**config.mk**
```make
export PLATFORM = sky130hd
export DESIGN_NAME = symrbg_front
export DESIGN_NICKNAME = d
export VERILOG_FILES = /design/src/hdl/symrbg_pkg.sv /design/src/hdl/symrbg_front.sv
export SDC_FILE = /design/constraint.sdc
export NUM_CORES = 1
export LEC_CHECK = 0
export ABC_CLOCK_PERIOD_IN_PS = 6000
export BUFFER_PORTS_ARGS = -buffer_cell sky130_fd_sc_hd__clkbuf_2
export CORE_ASPECT_RATIO = 0.7
export CORE_MARGIN = 5
export CORE_UTILIZATION = 56
export DETAILED_ROUTE_END_ITERATION = 8
export GPL_ROUTABILITY_DRIVEN = 0
export PLACE_DENSITY = 0.78
export SYNTH_ARGS = -nofsm -noshare
export SYNTH_HDL_FRONTEND = slang
export SYNTH_SLANG_ARGS = --single-unit
```
**constraint.sdc**
```tcl
create_clock -name clock -period 6 [get_ports clock]
set_input_delay 1.2 -clock clock [delete_from_list [all_inputs] [get_ports clock]]
set_output_delay 1.2 -clock clock [all_outputs]
set_load 0.02 [all_outputs]
```
**src/hdl/symrbg_pkg.sv**
```systemverilog
// ----------------------------------------------------------------------------
// symrbg_pkg
// Shared types, action codes and the word mask helper for the symbol by
// resource block occupancy grid.
// ----------------------------------------------------------------------------
package symrbg_pkg;

   localparam int WORD_BITS = 64;

   // action codes
   localparam logic [2:0] ACT_CLEAR    = 3'd0;
   localparam logic [2:0] ACT_FILL     = 3'd1;
   localparam logic [2:0] ACT_COLLIDES = 3'd2;
   localparam logic [2:0] ACT_ALLSET   = 3'd3;
   localparam logic [2:0] ACT_USED     = 3'd4;

   // classified command handed from front to back
   typedef struct packed {
      logic [2:0] action;
      logic       err;
      logic [3:0] sym_start;
      logic [3:0] sym_stop;
      logic [8:0] blk_lo;   // carrier-relative first block
      logic [8:0] blk_hi;   // carrier-relative stop block
      logic [8:0] lim_lo;   // clamped used-bitmap limits
      logic [8:0] lim_hi;
   } cmd_type;

   // mask of positions [lo, hi) inside the 64-bit word starting at base
   function automatic logic [63:0] word_mask(input logic [8:0] lo,
                                             input logic [8:0] hi,
                                             input logic [8:0] base);
      logic [8:0] da;
      logic [8:0] db;
      logic [6:0] sa;
      logic [6:0] sb;
      da = (lo > base) ? 9'(lo - base) : 9'd0;
      db = (hi > base) ? 9'(hi - base) : 9'd0;
      sa = (da > 9'd64) ? 7'd64 : da[6:0];
      sb = (db > 9'd64) ? 7'd64 : db[6:0];
      return ({64{1'b1}} << sa) & ~({64{1'b1}} << sb);
   endfunction

endpackage

```
**src/hdl/symrbg_front.sv**
```systemverilog
// ----------------------------------------------------------------------------
// symrbg_front
// Accepts commands, checks their ranges against the carrier, converts CRBs
// to carrier-relative positions and queues them for the back end.
// ----------------------------------------------------------------------------
module symrbg_front import symrbg_pkg::*; #(
   parameter int MAX_RBS     = 275,
   parameter int SYMBOL_ROWS = 14
) (
   input  logic        clock,
   input  logic        reset,
   input  logic        req_valid,
   output logic        req_stall,
   input  logic [2:0]  req_action,
   input  logic [3:0]  req_sym_start,
   input  logic [3:0]  req_sym_stop,
   input  logic [11:0] req_crb_start,
   input  logic [11:0] req_crb_stop,
   input  logic [8:0]  req_lim_start,
   input  logic [8:0]  req_lim_stop,
   input  logic [11:0] carrier_offset,
   input  logic [8:0]  carrier_width,
   output cmd_type     cmd,
   output logic        cmd_valid,
   input  logic        cmd_pop
);

   logic [8:0]  width_eff;
   logic        sym_bad;
   logic        crb_bad;
   logic [12:0] crb_end;
   cmd_type     cls;
   cmd_type     q_ff [2];
   logic        wp_ff, wp_in, rp_ff, rp_in;
   logic [1:0]  cnt_ff, cnt_in;
   logic        push;

   // classify the incoming command
   always_comb begin
      width_eff = (carrier_width > 9'(MAX_RBS)) ? 9'(MAX_RBS) : carrier_width;
      crb_end   = 13'(carrier_offset) + 13'(width_eff);
      sym_bad   = (req_sym_start > req_sym_stop) || (req_sym_stop > 4'(SYMBOL_ROWS));
      crb_bad   = (req_crb_start > req_crb_stop) || (req_crb_start < carrier_offset)
                  || (13'(req_crb_stop) > crb_end);
      cls.action    = req_action;
      cls.sym_start = req_sym_start;
      cls.sym_stop  = req_sym_stop;
      cls.blk_lo    = 9'(req_crb_start - carrier_offset);
      cls.blk_hi    = 9'(req_crb_stop - carrier_offset);
      cls.lim_lo    = (req_lim_start > width_eff) ? width_eff : req_lim_start;
      cls.lim_hi    = (req_lim_stop > width_eff) ? width_eff : req_lim_stop;
      unique case (req_action) inside
         ACT_CLEAR:                          cls.err = 1'b0;
         ACT_USED:                           cls.err = sym_bad;
         ACT_FILL, ACT_COLLIDES, ACT_ALLSET: cls.err = sym_bad || crb_bad;
         default:                            cls.err = 1'b1;
      endcase
   end

   // two-entry queue toward the back end
   assign req_stall = (cnt_ff == 2'd2);
   assign push      = req_valid && !req_stall;
   assign cmd_valid = (cnt_ff != 2'd0);
   assign cmd       = q_ff[rp_ff];

   always_comb begin
      wp_in  = push ? !wp_ff : wp_ff;
      rp_in  = cmd_pop ? !rp_ff : rp_ff;
      cnt_in = 2'(cnt_ff + 2'(push) - 2'(cmd_pop));
   end

   always_ff @(posedge clock) begin
      if (reset) begin
         wp_ff  <= 1'b0;
         rp_ff  <= 1'b0;
         cnt_ff <= 2'd0;
      end else begin
         wp_ff  <= wp_in;
         rp_ff  <= rp_in;
         cnt_ff <= cnt_in;
      end
      if (push) begin
         q_ff[wp_ff] <= cls;
      end
   end

endmodule

```
After elaboration in Yosys (flattened, before gate mapping)
Memory sizes are Yosys's and may differ from the RTL's. A register that Yosys moved wholly into a read port is not among the register bits.
Index checks and enable logic that the tools add are counted.
{ "classes": {"muxes": 8, "n_addsub": 5, "n_reduce_logical": 11, "n_eq_ne": 5, "order_cmp": 8} }
{ "op_table": {"columns": ["operator", "count"], "rows": [
  ["$mux W9", 3],
  ["$gt A9 B9 Y1", 2],
  ["$sub A9 B9 Y9", 2],
  ["$add A12 B9 Y13", 1],
  ["$gt A12 B13 Y1", 1],
  ["$gt A12 B12 Y1", 1],
  ["$lt A12 B12 Y1", 1],
  ["$gt A9 B9 Y1 const B", 1],
  ["$eq A3 B2 Y1 const B", 2],
  ["$gt A4 B4 Y1", 1],
  ["$gt A4 B4 Y1 const B", 1],
  ["$logic_or A1 B1 Y1", 4],
  ["$mux W1", 4],
  ["$eq A3 B1 Y1 const B", 1],
  ["$eq A3 B3 Y1 const B", 1],
  ["$logic_not A1 Y1", 3],
  ["$logic_not A3 Y1", 1],
  ["$pmux W1 S3", 1],
  ["$reduce_or A3 Y1", 1],
  ["$add A2 B1 Y2", 1],
  ["$eq A2 B2 Y1 const B", 1],
  ["$reduce_bool A2 Y1", 1],
  ["$sub A2 B1 Y2", 1],
  ["$logic_and A1 B1 Y1", 1]
]} }
{ "totals": {"memories": 1, "register_bits": 4, "ramBits": 96} }
{ "memory_table": {"columns": ["name", "depth", "width", "read_ports", "rd_clocked_by_memory_dff", "write_ports", "line", "rtl"], "rows": [
  ["q_ff", 2, 48, 1, 1, 1, "symrbg_front.sv:33", "cmd_type q_ff [2];"]
]} }

Logic depth before layout (Yosys ltp)
{ "depth": {"depth_word": 7, "ltp_mapped": 19, "mapped_depth_nobuf": 19} }

Worst setup path before layout
No wires, ideal clock.
{ "synth_timing": {"path_type": "input to register", "from": "in carrier_width[7]", "to": "mem q_ff[0][44] (netlist name), data pin", "required_time_ns": 5.719, "path_slack_ns": 1.446, "stages": 17, "arrival_time_ns": 4.273, "setup_time_ns": 0.281, "path_cell_list": "nor3_1 > a21oi_1 > or2_2 > ha_1 > inv_1 > fa_1 > nor2b_1 > o31a_1 > o31ai_1 > o21a_1 > nand2b_1 > xnor2_1 > ha_1 > nand3_1 > or4_1 > o211ai_1 > a41oi_1"} }
{ "synth_lines": {"columns": ["item", "line", "rtl"], "rows": [
  ["from (decl)", "symrbg_front.sv:22", "input logic [8:0] carrier_width,"],
  ["to (decl)", "symrbg_front.sv:33", null]
]} }

==> tab_implementation.tex <==
\begin{tabular}{lr}
\hline
Metric & Value \\
\hline
\multicolumn{2}{l}{\textbf{GRT}} \\
Global-route wire length before repair & between 20,000 and 25,000 um \\
Initial antenna violation count & 0 \\
Via count of the first global-routing pass & $\sim$4,700 \\
Largest net degree at the start of global routing & 49 \\
Total Routing Usage GR & 22.4\% \\
Total grt overflow & 0 \\
\multicolumn{2}{l}{\textbf{Cells and area}} \\
Area Growth Syn to Fin & 18.0\% \\
Layout Nets & $\sim$810 \\
Fraction of final layout cells with drive strength greater than 1 & about a third \\
Number of antenna diodes & 0 \\
\multicolumn{2}{l}{\textbf{Yosys}} \\
Number of enable flip-flop cells after synthesis & 96 \\
Syn. warnings & 0 \\
Predominant post-synthesis flop cell & sky130\_fd\_sc\_hd\_\_edfxtp\_1 \\
Syn avg cell area & 12.1 sq um \\
Cell area after synthesis & 6220 sq um \\
Part of the Yosys area used for sequential elements & a little under half \\
Proportion of register bits with asynchronous set or reset after synthesis & 0\% \\
Post-synthesis sequential element count & 101 \\
Net Count, Synth & 671 \\
Count of unique library cells instantiated by Yosys & 44 \\
Cells after synthesis & 513 \\
\multicolumn{2}{l}{\textbf{Placement}} \\
HPWL after DPL & 11,200 um \\
IO buf count & 127 \\
\multicolumn{2}{l}{\textbf{CTS}} \\
Num CTS Buffers & 9 \\
Clock transition at the register clock pins on the worst setup and hold paths after CTS & 0.07 ns \\
Post-cts resize count & 0 \\
Number of sinks on the clock net & 101 \\
\# hold bufs at CTS & 0 \\
Htree depth & 3 \\
Maximum buffer depth of the clock tree & 2 \\
Worst-skew pair later-pin latency & 0.35 ns \\
Clock tree from TritonCTS & done \\
CTS root buffer & sky130\_fd\_sc\_hd\_\_clkbuf\_16 \\
Number of buffers inserted to repair setup after CTS & 0 \\
\multicolumn{2}{l}{\textbf{STA}} \\
F\_max & around 0.21 GHz \\
Finish-stage setup viols & 0 \\
Part of the cycle the worst path needs & 80.1\% \\
Total negative slack for setup checks & 0 ns \\
Max-Slew Margin vs Limit & 54.5\% \\
Slew Limit Fails & 0 \\
RSZ-0062 raised after global routing & false \\
Clock period minus final worst setup slack & about 4.8 ns \\
Max Clock Skew & 0.00945 ns \\
Transition at the pin with the smallest max-transition slack & 0.682 ns \\
Number of failing hold endpoints at the final stage & 0 \\
Worst hold slack after final layout & between 0.5 and 0.6 ns \\
\multicolumn{2}{l}{\textbf{Worst setup path}} \\
CP max stage cell & sky130\_fd\_sc\_hd\_\_or4\_1 \\
Critical path cell sequence & clkbuf\_2 > nor3\_1 > a21oi\_1 > or2\_2 > ha\_1 > inv\_1 > fa\_1 > nor2b\_1 > o31a\_1 > o31ai\_1 > o21a\_1 > nand2b\_1 > xnor2\_1 > ha\_1 > nand3\_1 > or4\_1 > o211ai\_1 > a41oi\_1 \\
Critical path data required time & 6.07 ns \\
Worst r2r path cells & 4 \\
Startpoint of the most critical register-to-register path & cnt\_ff[0] \\
Cell family with most CP delay & simple AND/OR/NAND/NOR gates \\
Most frequent CP cell & sky130\_fd\_sc\_hd\_\_ha\_1 \\
Setup slack on the worst flop-to-flop path & 4.30 ns \\
Kind of end point of the critical path & register \\
Critical path data arrival time & 4.88 ns \\
Levels on crit path & 18 \\
Worst R2R End & q\_ff[0][15] \\
CP bufs+invs & 2 \\
Nature of the critical path startpoint & input port \\
Crit path max fanout & 5 \\
Class of the most critical setup path & in2reg \\
Largest incremental delay on the critical path & 0.54 ns \\
\multicolumn{2}{l}{\textbf{Hold path}} \\
Worst min-delay path class & reg2reg \\
Hold path startpoint & rp\_ff \\
Worst hold stages & 2 \\
\multicolumn{2}{l}{\textbf{Floorplan}} \\
Initial core utilization & 56.9\% \\
Core ar. & 10,900 sq um \\
Area of the die & between 10,000 and 15,000 sq um \\
Vert. Die Dim & 98.2 um \\
Io pins & 128 \\
Row count & 32 \\
Die span in x & about 140 um \\
\multicolumn{2}{l}{\textbf{Route}} \\
Post-detailed-route count of antenna-violating nets & 0 \\
Vias per inst & around 5.5 \\
Average routed wire per standard cell & roughly 18 um \\
Final routed wirelength across all metal layers & 14,400 um \\
Via count & about 4,400 \\
Number of remaining DRC errors & 0 \\
Starting DRC count in detailed routing & 214 \\
First-pass iteration count of the detailed router & 5 \\
\multicolumn{2}{l}{\textbf{Power and ir drop}} \\
Power density over the cells & 299 nW/um\^{}2 \\
Peak supply drop & 0.000171 V \\
Lkg Pwr & 3.20 nW \\
\multicolumn{2}{l}{\textbf{Run status}} \\
Status & finished clean \\
\multicolumn{2}{l}{\textbf{Run}} \\
Max-cap viol count & 0 \\
\hline
\end{tabular}
[routing by layer]
metal  share of wire, %  wire, um  track usage [%]  up-vias
li1                   -         -                -     2167
met4                2.1       298             7.28        0
met5                  0         0                0        -
met2                 45      6510             35.6      139
met1                 46      6590             30.2     2105
met3                6.7       963             5.87       29
[cells by family (layout without fill, tap and decap cells)]
group | count (synthesis) | count (layout) | synth area share [%]
AOI/OAI and AO/OA | 81 | 81 | 8.57
and+or+nand+nor | 104 | 104 | 8.43
DFF | 101 | 101 | 47.9
xor gates and xnor gates | 22 | 22 | 3.10
muxes | 66 | 66 | 11.9
buffers and inverters | 59 | 199 | 3.56
adders and majority gates | 80 | 80 | 16.5
[where the power goes]
group / switching (mW) / internal [mW] / total [mW] / leakage (nW)
registers: 0.0308 / 0.929 / 0.959 / 0.935
logic: 0.412 / 0.266 / 0.678 / 2.12
clock network: 0.270 / 0.290 / 0.560 / 0.140
[worst max path at each step]
stage | startpoint | end | slack, ns
2_1_floorplan | carrier_width[7] | q_ff[0][44] | 1.45
3_3_place_gp | carrier_width[7] | q_ff[0][44] | 1.10
3_5_place_dp | carrier_width[7] | q_ff[1][44] | 0.91
4_1_cts | carrier_width[7] | q_ff[0][44] | 1.26
5_1_grt | carrier_width[7] | q_ff[0][44] | 1.04
6_report | carrier_width[7] | q_ff[1][44] | 1.20
[cell type report]
cell class,count,area [sq um]
clock inverter,6,55.1
tap,153,191
timing repair buffer,130,658
multi-input combinational,353,3030
fill,865,3590
clock buffer,10,229
inverter,53,199
sequential,101,2980
[placed cells by master (no fill, tap or decap), types with 4 or more instances in the layout]
| cell | netlist | final |
|---|---|---|
| sky130_fd_sc_hd__a21o_1 | 5 | 5 |
| sky130_fd_sc_hd__a21oi_1 | 25 | 25 |
| sky130_fd_sc_hd__clkbuf_16 | 0 | 9 |
| sky130_fd_sc_hd__clkbuf_2 | 0 | 127 |
| sky130_fd_sc_hd__dfxtp_1 | 5 | 4 |
| sky130_fd_sc_hd__edfxtp_1 | 96 | 96 |
| sky130_fd_sc_hd__ha_1 | 77 | 77 |
| sky130_fd_sc_hd__inv_1 | 53 | 53 |
| sky130_fd_sc_hd__mux2_2 | 66 | 66 |
| sky130_fd_sc_hd__nand2_1 | 19 | 19 |
| sky130_fd_sc_hd__nand2b_1 | 5 | 5 |
| sky130_fd_sc_hd__nand3_1 | 7 | 7 |
| sky130_fd_sc_hd__nand4_1 | 8 | 8 |
| sky130_fd_sc_hd__nor2_1 | 26 | 25 |
| sky130_fd_sc_hd__nor2b_1 | 19 | 19 |
| sky130_fd_sc_hd__nor3_1 | 8 | 8 |
| sky130_fd_sc_hd__o211ai_1 | 4 | 4 |
| sky130_fd_sc_hd__o21ai_0 | 19 | 19 |
| sky130_fd_sc_hd__or2_2 | 6 | 6 |
| sky130_fd_sc_hd__xnor2_1 | 12 | 12 |
| sky130_fd_sc_hd__xor2_1 | 10 | 10 |
[worst reg2reg max path: cells and delay by family (launching register included)]
kind / cells / cell delay [ns]
buffers and inverters: 1 / 0.53
flip-flops: 1 / 0.35
AND/OR/NAND/NOR: 3 / 0.41
[synth_stat cells (2+ instances only)]
cell type                  count  share of area, %
sky130_fd_sc_hd__nor2_1       26               1.6
sky130_fd_sc_hd__o31a_1        3              0.42
sky130_fd_sc_hd__inv_1        53               3.2
sky130_fd_sc_hd__edfxtp_1     96                46
sky130_fd_sc_hd__nand3_1       7              0.56
sky130_fd_sc_hd__o21ai_0      19               1.5
sky130_fd_sc_hd__o211ai_1      4              0.48
sky130_fd_sc_hd__nor3_1        8              0.64
sky130_fd_sc_hd__o21a_1        3              0.36
sky130_fd_sc_hd__o31ai_1       2              0.24
sky130_fd_sc_hd__nand4_1       8              0.80
sky130_fd_sc_hd__xor2_1       10               1.4
sky130_fd_sc_hd__a211o_1       2              0.28
sky130_fd_sc_hd__nand2_1      19               1.1
sky130_fd_sc_hd__or2_2         6              0.60
sky130_fd_sc_hd__clkbuf_1      4              0.24
sky130_fd_sc_hd__ha_1         77                15
sky130_fd_sc_hd__a21boi_0      3              0.36
sky130_fd_sc_hd__a211oi_1      3              0.36
sky130_fd_sc_hd__fa_1          3              0.97
sky130_fd_sc_hd__a21o_1        5              0.60
sky130_fd_sc_hd__nand2b_1      5              0.50
sky130_fd_sc_hd__or3_1         2              0.20
sky130_fd_sc_hd__xnor2_1      12               1.7
sky130_fd_sc_hd__buf_1         2              0.12
sky130_fd_sc_hd__o221ai_1      2              0.28
sky130_fd_sc_hd__dfxtp_1       5               1.6
sky130_fd_sc_hd__mux2_2       66                12
sky130_fd_sc_hd__a21oi_1      25               2.0
sky130_fd_sc_hd__nor2b_1      19               1.9
[metrics by stage]
stage / cells / util [%] / total power, mW / setup slack [ns] / instance area, sq um
detailed placement: 790 / 64.6 / 1.65 / 0.911 / 7060
CTS: 806 / 67.2 / 2.21 / 1.26 / 7340
global placement: 790 / 64.6 / 1.63 / 1.10 / 7060
global route: 806 / 67.2 / 2.32 / 1.04 / 7340
floorplan: 513 / - / 1.43 / 1.45 / 6220
finish: 806 / 67.2 / 2.20 / 1.20 / 7340
[state kept, by name, indices dropped and copies added (netlist names), named ones only]
register  count
wp_ff         1
cnt_ff        2
q_ff         96
rp_ff         1
Note: power is estimated with default switching activity, not from simulation.
